File: src/rtl/core/cde_pkg.sv
// ----------------------------------------------------------------------------
// Calendar date engine package
// Shared item types, operation and status codes, the controller command and
// status structs, and the month length table.
// ----------------------------------------------------------------------------
package cde_pkg;

  // Operation codes carried in the func field. Code 3 acts as validate.
  localparam logic [1:0] FN_VALIDATE = 2'd0;
  localparam logic [1:0] FN_ADD      = 2'd1;
  localparam logic [1:0] FN_DIFF     = 2'd2;

  // Status codes of a result item.
  typedef enum logic [1:0] {
    ST_OK       = 2'd0,
    ST_INVALID  = 2'd1,
    ST_OVERFLOW = 2'd2,
    ST_EARLIER  = 2'd3
  } cde_status_t;

  localparam logic [3:0]  MONTH_JAN  = 4'd1;
  localparam logic [3:0]  MONTH_FEB  = 4'd2;
  localparam logic [3:0]  MONTH_DEC  = 4'd12;
  localparam logic [13:0] YEAR_MAX   = 14'd9999;
  localparam logic [13:0] YEAR_CYCLE = 14'd400;
  localparam logic [21:0] DAYS_400Y  = 22'd146097;
  localparam logic [6:0]  CENTURY_LAST = 7'd99;

  // floor(y / 100) == (y * RECIP_100) >> RECIP_SHIFT for every 14-bit y.
  localparam int RECIP_100   = 10486;
  localparam int RECIP_SHIFT = 20;

  typedef struct packed {
    logic [1:0]  func;
    logic [4:0]  date_day;
    logic [3:0]  date_month;
    logic [13:0] date_year;
    logic [4:0]  other_day;
    logic [3:0]  other_month;
    logic [13:0] other_year;
    logic [15:0] add_count;
  } cde_req_t;

  typedef struct packed {
    logic [1:0]  status;
    logic [4:0]  res_day;
    logic [3:0]  res_month;
    logic [13:0] res_year;
    logic [21:0] day_count;
  } cde_rsp_t;

  // Datapath operations issued by the controller.
  typedef enum logic [3:0] {
    OP_IDLE,
    OP_LOAD,
    OP_YQ_OTHER,
    OP_YR_OTHER,
    OP_SAVE_OK2,
    OP_YQ_DATE,
    OP_YR_DATE,
    OP_INIT_CNT,
    OP_ADD_STEP,
    OP_DIFF_STEP,
    OP_FINISH
  } cde_op_t;

  typedef struct packed {
    cde_op_t     op;
    cde_status_t status;
  } cde_cmd_t;

  typedef struct packed {
    logic ok;        // date in the cursor registers is valid
    logic ok2;       // second date was valid
    logic earlier;   // second date lies before the cursor date
    logic is_add;
    logic is_diff;
    logic add_ovf;   // add walk went past the last year
    logic add_done;  // this add step lands on the result date
    logic diff_done; // this difference step is the last one
    logic rsp_busy;  // result register full and stalled
  } cde_stat_t;

  function automatic logic [4:0] cde_month_len(input logic [3:0] m, input logic leap);
    logic [4:0] len;
    unique case (m)
      4'd1, 4'd3, 4'd5, 4'd7, 4'd8, 4'd10, 4'd12: len = 5'd31;
      4'd4, 4'd6, 4'd9, 4'd11:                     len = 5'd30;
      MONTH_FEB:                                   len = leap ? 5'd29 : 5'd28;
      default:                                     len = 5'd0;
    endcase
    return len;
  endfunction

endpackage

File: src/rtl/core/cde_datapath.sv
// ----------------------------------------------------------------------------
// Calendar date engine datapath
// Item register, date cursor with year residue counters, day counter and the
// result register.
// ----------------------------------------------------------------------------
module cde_datapath (
  input  logic           clk,
  input  logic           rst,
  input  cde_pkg::cde_cmd_t cmd,
  output cde_pkg::cde_stat_t st,
  input  cde_pkg::cde_req_t  req,
  output logic           rsp_valid,
  input  logic           rsp_stall,
  output cde_pkg::cde_rsp_t  rsp
);
  import cde_pkg::*;

  cde_req_t    item;
  logic [4:0]  d;
  logic [3:0]  m;
  logic [13:0] y;
  logic [6:0]  r100;   // y mod 100
  logic [1:0]  hc;     // (y / 100) mod 4
  logic [7:0]  q;      // y / 100 from the reciprocal multiply
  logic [21:0] cnt;
  logic        ok2;

  logic [13:0] ysel;
  logic [27:0] prod;
  logic [13:0] q_mul100;
  logic [6:0]  r100_load;
  logic [13:0] y_inc;
  logic [6:0]  r100_inc;
  logic [1:0]  hc_inc;
  logic        leap;
  logic [4:0]  mlen;
  logic [8:0]  ylen;
  logic [4:0]  room;
  logic [5:0]  room1;
  logic        at_jan1;
  logic        ok;
  logic        add_ovf;
  logic        add_jump;
  logic        add_fits;
  logic        same_month;
  logic [13:0] ydiff;
  logic        jump400;
  logic        jump1;
  logic [4:0]  day_gap;
  logic        fin_ok;

  assign ysel = (cmd.op == OP_YQ_OTHER || cmd.op == OP_YR_OTHER) ?
                item.other_year : item.date_year;
  assign prod      = 28'(ysel) * 28'(RECIP_100);
  assign q_mul100  = 14'({q, 6'b0}) + 14'({q, 5'b0}) + 14'({q, 2'b0});
  assign r100_load = 7'(ysel - q_mul100);

  assign y_inc    = y + 14'd1;
  assign r100_inc = (r100 == CENTURY_LAST) ? 7'd0 : r100 + 7'd1;
  assign hc_inc   = (r100 == CENTURY_LAST) ? hc + 2'd1 : hc;

  assign leap    = (y[1:0] == 2'd0) && ((r100 != 7'd0) || (hc == 2'd0));
  assign mlen    = cde_month_len(m, leap);
  assign ylen    = leap ? 9'd366 : 9'd365;
  assign room    = mlen - d;
  assign room1   = {1'b0, room} + 6'd1;
  assign at_jan1 = (d == 5'd1) && (m == MONTH_JAN);

  assign ok = (y != 14'd0) && (y <= YEAR_MAX) && (d != 5'd0) && (d <= mlen);

  assign add_ovf  = y > YEAR_MAX;
  assign add_jump = at_jan1 && (cnt >= 22'(ylen));
  assign add_fits = cnt <= 22'(room);

  assign same_month = (y == item.other_year) && (m == item.other_month);
  assign ydiff      = item.other_year - y;
  assign jump400    = at_jan1 && (ydiff >= YEAR_CYCLE);
  assign jump1      = at_jan1 && (y < item.other_year);
  assign day_gap    = item.other_day - d;

  assign st.ok        = ok;
  assign st.ok2       = ok2;
  assign st.earlier   = {item.other_year, item.other_month, item.other_day} < {y, m, d};
  assign st.is_add    = item.func == FN_ADD;
  assign st.is_diff   = item.func == FN_DIFF;
  assign st.add_ovf   = add_ovf;
  assign st.add_done  = !add_ovf && !add_jump && add_fits;
  assign st.diff_done = same_month;
  assign st.rsp_busy  = rsp_valid && rsp_stall;

  assign fin_ok = cmd.status == ST_OK;

  always_ff @(posedge clk) begin
    if (rst) begin
      rsp_valid <= 1'b0;
    end else if (cmd.op == OP_FINISH) begin
      rsp_valid <= 1'b1;
    end else if (!rsp_stall) begin
      rsp_valid <= 1'b0;
    end
  end

  always_ff @(posedge clk) begin
    unique case (cmd.op)
      OP_LOAD: begin
        item <= req;
      end
      OP_YQ_OTHER, OP_YQ_DATE: begin
        q <= prod[RECIP_SHIFT +: 8];
      end
      OP_YR_OTHER: begin
        d    <= item.other_day;
        m    <= item.other_month;
        y    <= ysel;
        r100 <= r100_load;
        hc   <= q[1:0];
      end
      OP_YR_DATE: begin
        d    <= item.date_day;
        m    <= item.date_month;
        y    <= ysel;
        r100 <= r100_load;
        hc   <= q[1:0];
      end
      OP_SAVE_OK2: begin
        ok2 <= ok;
      end
      OP_INIT_CNT: begin
        cnt <= (item.func == FN_ADD) ? 22'(item.add_count) : 22'd0;
      end
      OP_ADD_STEP: begin
        if (!add_ovf) begin
          priority if (add_jump) begin
            cnt  <= cnt - 22'(ylen);
            y    <= y_inc;
            r100 <= r100_inc;
            hc   <= hc_inc;
          end else if (add_fits) begin
            d <= d + cnt[4:0];
          end else begin
            cnt <= cnt - 22'(room1);
            d   <= 5'd1;
            if (m == MONTH_DEC) begin
              m    <= MONTH_JAN;
              y    <= y_inc;
              r100 <= r100_inc;
              hc   <= hc_inc;
            end else begin
              m <= m + 4'd1;
            end
          end
        end
      end
      OP_DIFF_STEP: begin
        priority if (same_month) begin
          cnt <= cnt + 22'(day_gap);
        end else if (jump400) begin
          cnt <= cnt + DAYS_400Y;
          y   <= y + YEAR_CYCLE;
        end else if (jump1) begin
          cnt  <= cnt + 22'(ylen);
          y    <= y_inc;
          r100 <= r100_inc;
          hc   <= hc_inc;
        end else begin
          cnt <= cnt + 22'(room1);
          d   <= 5'd1;
          if (m == MONTH_DEC) begin
            m    <= MONTH_JAN;
            y    <= y_inc;
            r100 <= r100_inc;
            hc   <= hc_inc;
          end else begin
            m <= m + 4'd1;
          end
        end
      end
      OP_FINISH: begin
        rsp.status <= cmd.status;
        if (fin_ok && item.func == FN_ADD) begin
          rsp.res_day   <= d;
          rsp.res_month <= m;
          rsp.res_year  <= y;
        end else begin
          rsp.res_day   <= item.date_day;
          rsp.res_month <= item.date_month;
          rsp.res_year  <= item.date_year;
        end
        rsp.day_count <= (fin_ok && item.func == FN_DIFF) ? cnt : 22'd0;
      end
      default: begin
      end
    endcase
  end

endmodule

File: src/rtl/core/cde_ctrl.sv
// ----------------------------------------------------------------------------
// Calendar date engine controller
// Sequences the year residue loads, the validity checks and the date walk,
// and hands the finished item to the result register.
// ----------------------------------------------------------------------------
module cde_ctrl (
  input  logic               clk,
  input  logic               rst,
  input  logic               req_valid,
  output logic               req_stall,
  output cde_pkg::cde_cmd_t  cmd,
  input  cde_pkg::cde_stat_t st
);
  import cde_pkg::*;

  typedef enum logic [3:0] {
    S_IDLE,
    S_Q2,
    S_R2,
    S_CHK2,
    S_Q1,
    S_R1,
    S_CHK1,
    S_ADD,
    S_DIFF,
    S_FIN
  } state_t;

  state_t      state;
  cde_status_t fin_status;

  assign req_stall  = state != S_IDLE;
  assign cmd.status = fin_status;

  always_comb begin
    unique case (state)
      S_IDLE:  cmd.op = req_valid ? OP_LOAD : OP_IDLE;
      S_Q2:    cmd.op = OP_YQ_OTHER;
      S_R2:    cmd.op = OP_YR_OTHER;
      S_CHK2:  cmd.op = OP_SAVE_OK2;
      S_Q1:    cmd.op = OP_YQ_DATE;
      S_R1:    cmd.op = OP_YR_DATE;
      S_CHK1:  cmd.op = OP_INIT_CNT;
      S_ADD:   cmd.op = OP_ADD_STEP;
      S_DIFF:  cmd.op = OP_DIFF_STEP;
      S_FIN:   cmd.op = st.rsp_busy ? OP_IDLE : OP_FINISH;
      default: cmd.op = OP_IDLE;
    endcase
  end

  always_ff @(posedge clk) begin
    if (rst) begin
      state      <= S_IDLE;
      fin_status <= ST_OK;
    end else begin
      unique case (state)
        S_IDLE: begin
          if (req_valid) begin
            state <= S_Q2;
          end
        end
        S_Q2:   state <= S_R2;
        S_R2:   state <= S_CHK2;
        S_CHK2: state <= S_Q1;
        S_Q1:   state <= S_R1;
        S_R1:   state <= S_CHK1;
        S_CHK1: begin
          priority if (st.is_add) begin
            if (st.ok) begin
              state <= S_ADD;
            end else begin
              fin_status <= ST_INVALID;
              state      <= S_FIN;
            end
          end else if (st.is_diff) begin
            priority if (!st.ok || !st.ok2) begin
              fin_status <= ST_INVALID;
              state      <= S_FIN;
            end else if (st.earlier) begin
              fin_status <= ST_EARLIER;
              state      <= S_FIN;
            end else begin
              state <= S_DIFF;
            end
          end else begin
            fin_status <= st.ok ? ST_OK : ST_INVALID;
            state      <= S_FIN;
          end
        end
        S_ADD: begin
          if (st.add_ovf) begin
            fin_status <= ST_OVERFLOW;
            state      <= S_FIN;
          end else if (st.add_done) begin
            fin_status <= ST_OK;
            state      <= S_FIN;
          end
        end
        S_DIFF: begin
          if (st.diff_done) begin
            fin_status <= ST_OK;
            state      <= S_FIN;
          end
        end
        S_FIN: begin
          if (!st.rsp_busy) begin
            state <= S_IDLE;
          end
        end
        default: state <= S_IDLE;
      endcase
    end
  end

`ifndef ASSERT_OFF
  a_fin_free: assert property (@(posedge clk) disable iff (rst)
    (cmd.op == OP_FINISH) |-> !st.rsp_busy)
    else $error("result written while the result register was stalled");

  a_accept_seq: assert property (@(posedge clk) disable iff (rst)
    (state == S_IDLE && req_valid) |=> (state == S_Q2))
    else $error("accepted item did not start the year load");

  a_fin_leave: assert property (@(posedge clk) disable iff (rst)
    (state == S_FIN && !st.rsp_busy) |=> (state == S_IDLE))
    else $error("controller stuck after handing off the result");

  a_ovf_add: assert property (@(posedge clk) disable iff (rst)
    (state == S_FIN && fin_status == ST_OVERFLOW) |-> st.is_add)
    else $error("year overflow reported for an operation other than add");
`endif

endmodule

File: src/rtl/core/calendar_date_engine.sv
// ----------------------------------------------------------------------------
// Calendar date engine
// Gregorian date unit: validates a date, adds a day count to a date, or
// counts the days between two dates.
// ----------------------------------------------------------------------------
//
//  channel | handshake          | payload          | contents
//  --------+--------------------+------------------+---------------------------
//  req     | req_valid/req_stall| cde_req_t  (64b) | func, two dates, add_count
//  rsp     | rsp_valid/rsp_stall| cde_rsp_t  (47b) | status, date, day_count
//
// One item is in work at a time. Every item first loads and checks the two
// years, the second date's before the first's (one reciprocal multiply for
// y / 100 per date), then hands the result to the output register.
// Validate goes straight to the hand-off. Add walks month by month and a whole
// year per cycle from January 1st; difference also jumps 400 years per cycle.
// Reset is synchronous and clears the controller and the result valid flag.
// The result register frees the input side: a new item is taken while the
// previous result is still stalled, and only the hand-off waits for it.
//
module calendar_date_engine (
  input  logic              clk,
  input  logic              rst,
  input  logic              req_valid,
  output logic              req_stall,
  input  cde_pkg::cde_req_t req,
  output logic              rsp_valid,
  input  logic              rsp_stall,
  output cde_pkg::cde_rsp_t rsp
);
  import cde_pkg::*;

  // Commands flow from the controller to the datapath; status flows back.
  cde_cmd_t  cmd;
  cde_stat_t st;

  // The controller owns the sequence: load, check, walk, finish.
  cde_ctrl u_ctrl (
    .clk       (clk),
    .rst       (rst),
    .req_valid (req_valid),
    .req_stall (req_stall),
    .cmd       (cmd),
    .st        (st)
  );

  // The datapath holds the item, the date cursor and the result register.
  cde_datapath u_dp (
    .clk       (clk),
    .rst       (rst),
    .cmd       (cmd),
    .st        (st),
    .req       (req),
    .rsp_valid (rsp_valid),
    .rsp_stall (rsp_stall),
    .rsp       (rsp)
  );

endmodule
File: config.mk
export PLATFORM = sky130hd
export DESIGN_NAME = calendar_date_engine
export DESIGN_NICKNAME = d
export VERILOG_FILES = /design/src/rtl/core/cde_pkg.sv /design/src/rtl/core/cde_datapath.sv /design/src/rtl/core/cde_ctrl.sv /design/src/rtl/core/calendar_date_engine.sv
export SDC_FILE = /design/constraint.sdc
export NUM_CORES = 1
export LEC_CHECK = 0
export BUFFER_PORTS_ARGS = -buffer_cell sky130_fd_sc_hd__buf_2
export CORE_AREA = 2 2 183 185
export DETAILED_ROUTE_END_ITERATION = 8
export DIE_AREA = 0 0 185 187
export GPL_TIMING_DRIVEN = 0
export PLACE_DENSITY_LB_ADDON = 0.08
export SLEW_MARGIN = 10
export SYNTH_ARGS = -nofsm -noshare
export SYNTH_HDL_FRONTEND = slang
export SYNTH_SLANG_ARGS = --single-unit
File: constraint.sdc
create_clock -name clk -period 8.5 [get_ports clk]
set_clock_uncertainty 0.1 [all_clocks]
set_input_delay 1.7 -clock clk [delete_from_list [all_inputs] [get_ports clk]]
set_output_delay 1.7 -clock clk [all_outputs]
set_load 0.02 [all_outputs]
==> summary.txt, run 1 <==
Routing
  • Routed len/inst: 19.5 µm
  • DR iter-0 viols: 734
  • Final routed DRC violation total: 0
  • Final ANT Viol Nets: 0
  • Via count: 11700
  • Drt total wl: 40300 µm
  • Drt first pass iters: 5
  • Vias per cell: 5.63

Setup path
  • Worst r2r src: u_ctrl.state[1]
  • Critical Path Source Type: register
  • R2R Path End: u_dp.q[4]
  • WS Path Type: reg -> reg
  • Worst Reg-to-Reg Cells: 22
  • CP max stage cell: mux2i_1
  • Critical Path Fanout Max: 10
  • Critical path depth in cells: 22
  • Crit end category: register
  • CP delay by family, top: adder cells
  • R2r setup slk: 0.67 ns
  • CP required: 8.62 ns
  • Data arrival time of the critical path: 7.95 ns
  • CP Cell Sequence: clkbuf_1 -> xor2_1 -> nand2_1 -> clkbuf_1 -> mux2i_1 -> inv_1 -> ha_1 -> fa_1 -> fa_1 -> fa_1 -> inv_1 -> fa_1 -> inv_1 -> ha_1 -> a211o_1 -> a21oi_1 -> o21ai_0 -> a21oi_1 -> a21oi_1 -> a211o_1 -> a21oi_1 -> xnor2_1
  • Worst path bufs/invs: 5
  • Crit path largest cell delay: 0.81 ns

Die
  • Die area: 34600 µm²
  • IO Pins: 117
  • Initial Util: 0.461
  • Die X: 185 µm
  • Core ar.: 32900 µm²
  • Die height: 187 µm
  • Row cnt: 67

GRT
  • Grt ovf: 0
  • Pin count of the biggest net entering global routing: 48
  • Initial antenna violation count: 0
  • Grt met2 use: 0.398
  • Vias in the first global route: 11500
  • GR Util met3: 0.0313
  • First-pass GRT wire length: 63000 µm
  • Most Crowded Layer GR: met2
  • Gr usage total: 0.238
  • M1 GR Usage: 0.317

Layout
  • Layout Nets: 1915
  • Footprint of the multi-input gates: 8870 µm²
  • Ant diodes: 0
  • Layout cell share with drive strength beyond 1: 0.148
  • Register area: 5280 µm²
  • Area Growth Syn to Fin: 12.0%
  • FILL cells: 3051

Clocking
  • TritonCTS clock tree: done
  • Root Buffer: clkbuf_16
  • CTS Hold Buffers Added: 0
  • CTS sink count: 178
  • Worst skew pair latency: 0.46 ns
  • Clock buffer depth: 2
  • H-tree levels: 4
  • Post-CTS setup buffers: 0
  • CTS Buf Count: 17
  • Clock transition at path regs: 0.08 ns
  • # resized after CTS: 0

Synth
  • Synth Area in Adders: 0.230
  • Ys async rst share: 0
  • Top FF cell, synth: edfxtp_1
  • Cell variety after synth: 94
  • Area share of and/or/nand/nor cells after synthesis: 0.121
  • Post-Synthesis Cells: 1473
  • Post-synth EDFFs: 171
  • Area fraction of the dominant cell type after synthesis: 0.339
  • Synth Area in Compound Gates: 0.150
  • Post-synth net total: 1778
  • Top post-synthesis cells by area: edfxtp_1 34%, ha_1 14%, fa_1 9.1%
  • #FFs+latches synth: 178
  • Avg Inst Size Synth: 10.3 µm²
  • Leading area contributor after synthesis: edfxtp_1
  • Synth Area in XOR/XNOR: 0.0491
  • Sequential area share after synthesis: 0.348
  • Largest family of logic cells by synthesized area: adder cells
  • Synth Cell Area: 15100 µm²
  • YS warnings: 0
  • Post-synthesis mux area share: 0.0341

Hold path
  • Hold/Removal Path Class: reg -> reg
  • Hold path depth: 2
  • Worst hold start: u_dp.item[13]
  • Worst Hold Path EP: u_dp.cnt[13]

STA
  • Worst Tran Pin Value: 1.33 ns
  • FMAX: 128 MHz
  • Final slew viol count: 0
  • Setup TNS: 0 ns
  • Period utilization: 0.921
  • Setup Viol. Count Final: 0
  • RSZ-0062 raised after global routing: no
  • Fin crit period: 7.83 ns
  • Hold violation total from the final report: 0
  • WHS: 0.467 ns
  • Worst slew margin: 0.103

Placement
  • I/O Buffers: 115
  • HPWL after DPL: 31700 µm
  • Routability cong.: 0.918

Outcome
  • Outcome: finished clean

Job
  • Maxcap violations: 0
## final cells by class
type                       count  share of cell area
buffer                        57              0.0187
clock buffer                  19              0.0255
clock inverter                13             0.00885
inverter                     188              0.0416
multi-input combinational   1050               0.523
sequential                   178               0.311
tap                          448              0.0330
timing repair buffer         118              0.0384
## worst register-to-register path, stage by stage, from the launching register on
cell and delay [ns]:
dfxtp_1 0.36, clkbuf_1 0.38, xor2_1 0.12, nand2_1 0.42
clkbuf_1 0.60, mux2i_1 0.81, inv_1 0.34, ha_1 0.41
fa_1 0.59, fa_1 0.46, fa_1 0.50, inv_1 0.06
fa_1 0.53, inv_1 0.04, ha_1 0.30, a211o_1 0.31
a21oi_1 0.12, o21ai_0 0.18, a21oi_1 0.23, a21oi_1 0.15
a211o_1 0.33, a21oi_1 0.18, xnor2_1 0.07
## sequential cells by signal (all words and copies together) (netlist names)
signal             flops
u_dp.d                 5
u_ctrl.state           4
u_dp.r100              7
u_dp.rsp              47
u_dp.cnt              22
u_dp.item             64
u_dp.rsp_valid         1
u_dp.m                 4
u_ctrl.fin_status      2
u_dp.y                14
u_dp.hc                2
u_dp.ok2               1
u_dp.q                 5
## through the flow
stage	util	setup WS, ns	instance area [µm²]	instances
after global placement	0.496	0.689	16300	2036
after floorplan	-	2.31	15100	1473
after global routing	0.516	0.241	17000	2071
after detailed placement	0.498	0.641	16400	2039
after CTS	0.516	0.590	17000	2071
final	0.516	0.668	17000	2071
## kinds of logic (layout without fill, tap and decap cells)
logic type	Yosys count	in the layout
and+or+nand+nor	350	350
AOI/OAI and AO/OA	330	330
buffers and inverters	245	395
adders and majority gates	237	237
DFF	178	178
xor gates and xnor gates	85	85
muxes	48	48
## layout by cell type, fill, tap and decap left out, types with 40 or more instances in the layout
cell      count
a21oi_1      77
buf_2       120
edfxtp_1    171
fa_1         69
ha_1        168
inv_1       188
nand2_1      75
nand3_1      40
nor2_1       73
o21ai_0      70
xnor2_1      58
## how the worst max path moves through the flow
stage | slack (ns) | from | to
after floorplan | 2.31 | u_ctrl.state[1] | u_dp.q[4]
after global placement | 0.69 | u_ctrl.state[1] | u_dp.q[4]
after detailed placement | 0.64 | u_ctrl.state[1] | u_dp.q[4]
after CTS | 0.59 | u_ctrl.state[1] | u_dp.q[4]
after global routing | 0.24 | u_ctrl.state[1] | u_dp.q[4]
final | 0.67 | u_ctrl.state[1] | u_dp.q[4]
## routing by layer
layer | up-vias | routed length [µm] | share of wire
met5 | - | 0 | 0
met3 | 53 | 1820 | 0.045
met2 | 329 | 19600 | 0.49
met1 | 5714 | 17900 | 0.44
met4 | 0 | 951 | 0.024
li1 | 5562 | - | -
## synthesized netlist by cell type, drive strengths merged, types with 4 or more instances
cell type	n
inv	188
edfxtp	171
ha	168
a21oi	81
nand2	79
o21ai	77
nor2	75
fa	69
xnor2	58
nand3	41
clkbuf	40
nor3	35
mux2	29
xor2	27
and2	26
a21o	25
a22oi	24
mux2i	19
buf	17
and3	14
nor2b	13
o21a	13
nand2b	12
nand4	12
o22ai	12
a221o	9
a31oi	9
o211ai	9
a311oi	7
dfxtp	7
nor4	7
or3	7
a2111oi	6
a211oi	6
o2111ai	6
o221ai	5
o31ai	5
nor4b	4
or4	4
Power of run 1 is left out: the tool's default activity adds up to more than one toggle a clock period on the data nets, which glitch-free logic cannot reach.
==> inputs of run 2 (changes only) <==
- CELL_PAD_IN_SITES_DETAIL_PLACEMENT: default -> 0
- CELL_PAD_IN_SITES_GLOBAL_PLACEMENT: default -> 1
- clock period: 8.5 -> 8.46 ns (I/O delays scaled with it)
==> summary.txt, run 2 (same netlist as run 1, synthesis figures left out) <==
Clocking
  • CTS Hold Buffers Added: 0
  • Root Buffer: clkbuf_16
  • TritonCTS clock tree: done
  • Clock transition at path regs: 0.07 ns
  • CTS sink count: 178
  • CTS Buf Count: 17
  • H-tree levels: 4
  • Clock buffer depth: 2
  • Worst skew pair latency: 0.46 ns
  • Post-CTS setup buffers: 0
  • # resized after CTS: 0

STA
  • Final slew viol count: 0
  • Setup TNS: 0 ns
  • Fin crit period: 7.73 ns
  • Final WS setup: 0.728 ns
  • Hold violation total from the final report: 0
  • Period utilization: 0.914
  • Worst Tran Pin Value: 1.23 ns
  • Setup Viol. Count Final: 0
  • WHS: 0.435 ns
  • RSZ-0062 raised after global routing: no
  • Worst slew margin: 0.177
  • FMAX: 129 MHz

Layout
  • Biggest register: u_dp.item
  • Most common cell after layout, fill and taps aside: inv_1
  • Top Registers: u_dp.item (64), u_dp.rsp (47), u_dp.cnt (22)
  • Final core occ: 0.514
  • Layout Nets: 1915
  • Commonest cells after routing, fill and taps aside: 188 x inv_1, 171 x edfxtp_1, 168 x ha_1
  • Area Growth Syn to Fin: 11.5%
  • Ant diodes: 0
  • Layout cell share with drive strength beyond 1: 0.145
  • Largest register FFs: 64

Setup path
  • Critical Path Fanout Max: 10
  • CP Launch Point: u_ctrl.state[1]
  • Critical Path Most Common Cell: inv_1
  • CP required: 8.56 ns
  • Worst r2r src: u_ctrl.state[1]
  • CP delay by family, top: adder cells
  • Crit path largest cell delay: 1.00 ns
  • CP max stage cell: mux2i_1
  • Crit end category: register
  • Data arrival time of the critical path: 7.83 ns
  • WS Path Type: reg -> reg
  • Worst path bufs/invs: 7
  • Critical Path Source Type: register

Die
  • Initial Util: 0.461
  • IO Pins: 117
  • Die area: 34600 µm²
  • Core ar.: 32900 µm²
  • Die height: 187 µm
  • Row cnt: 67
  • Die X: 185 µm

Placement
  • HPWL after DPL: 32600 µm
  • Routability cong.: 0.886
  • I/O Buffers: 115
  • Pre-CTS worst setup slack: 0.729 ns

Routing
  • DR iter-0 viols: 793
  • Drt first pass iters: 7
  • Final routed DRC violation total: 0
  • Vias per cell: 5.55
  • Drt total wl: 41400 µm
  • Routed len/inst: 20.0 µm
  • Final ANT Viol Nets: 0
  • Via count: 11500

GRT
  • First-pass GRT wire length: 65700 µm
  • Vias in the first global route: 11800
  • Pin count of the biggest net entering global routing: 48
  • Initial antenna violation count: 0
  • Gr usage total: 0.250
  • Grt ovf: 0

Job
  • Maxcap violations: 0

Outcome
  • Outcome: finished clean

Hold path
  • Hold/Removal Path Class: reg -> reg
  • Worst hold start: u_dp.rsp_valid
-- run 2: cell types whose count changed in the layout (fill, tap and decap cells not counted), sizes merged --
cell / delta
bufinv: -1
clkbuf: +1
clkinv: -1
clkinvlp: +1
inv: -4
-- run 2: worst paths after layout --
kind	cells after the start	end	slack, ns
max	25	u_dp.q[4]	0.73
min	2	u_dp.rsp_valid	0.43
max reg2reg	25	u_dp.q[4]	0.73
min reg2reg	2	u_dp.rsp_valid	0.43
-- run 2: cell type report --
cell class              count  area, µm²
fillers                  3071      16000
plain buffers              57        317
inverters                 188        706
clock buffers              20        437
flip-flops and latches    178       5280
clock inverters             8       67.6
repair buffers            118        651
multi-input cells        1050       8880
well taps                 448        561
-- run 2: metrics by stage --
step | cell area (µm²) | cells
3_3_place_gp | 16300 | 2036
4_1_cts | 16900 | 2067
5_1_grt | 16900 | 2067
2_1_floorplan | 15100 | 1473
6_report | 16900 | 2067
3_5_place_dp | 16400 | 2039
-- run 2: per-layer routing --
layer | global-route usage | wire, µm | vias to the layer above
li1 | - | - | 5571
met1 | 0.328 | 18500 | 5589
met2 | 0.419 | 20000 | 262
met3 | 0.0362 | 1620 | 56
met4 | 0.0919 | 1290 | 0
met5 | 0 | 0 | -
-- run 2: worst register-to-register path, delay by kind of cell, from the launching register on --
family                   cells  cell delay (ns)
multiplexers                 1             1.00
XOR/XNOR                     2             0.20
adder cells (fa/ha/maj)      6             2.46
flip-flops                   1             0.36
AO/OA/AOI/OAI                8             1.50
buffers and inverters        7             1.43
AND/OR/NAND/NOR              1             0.43
Power of run 2 is left out for the same reason.
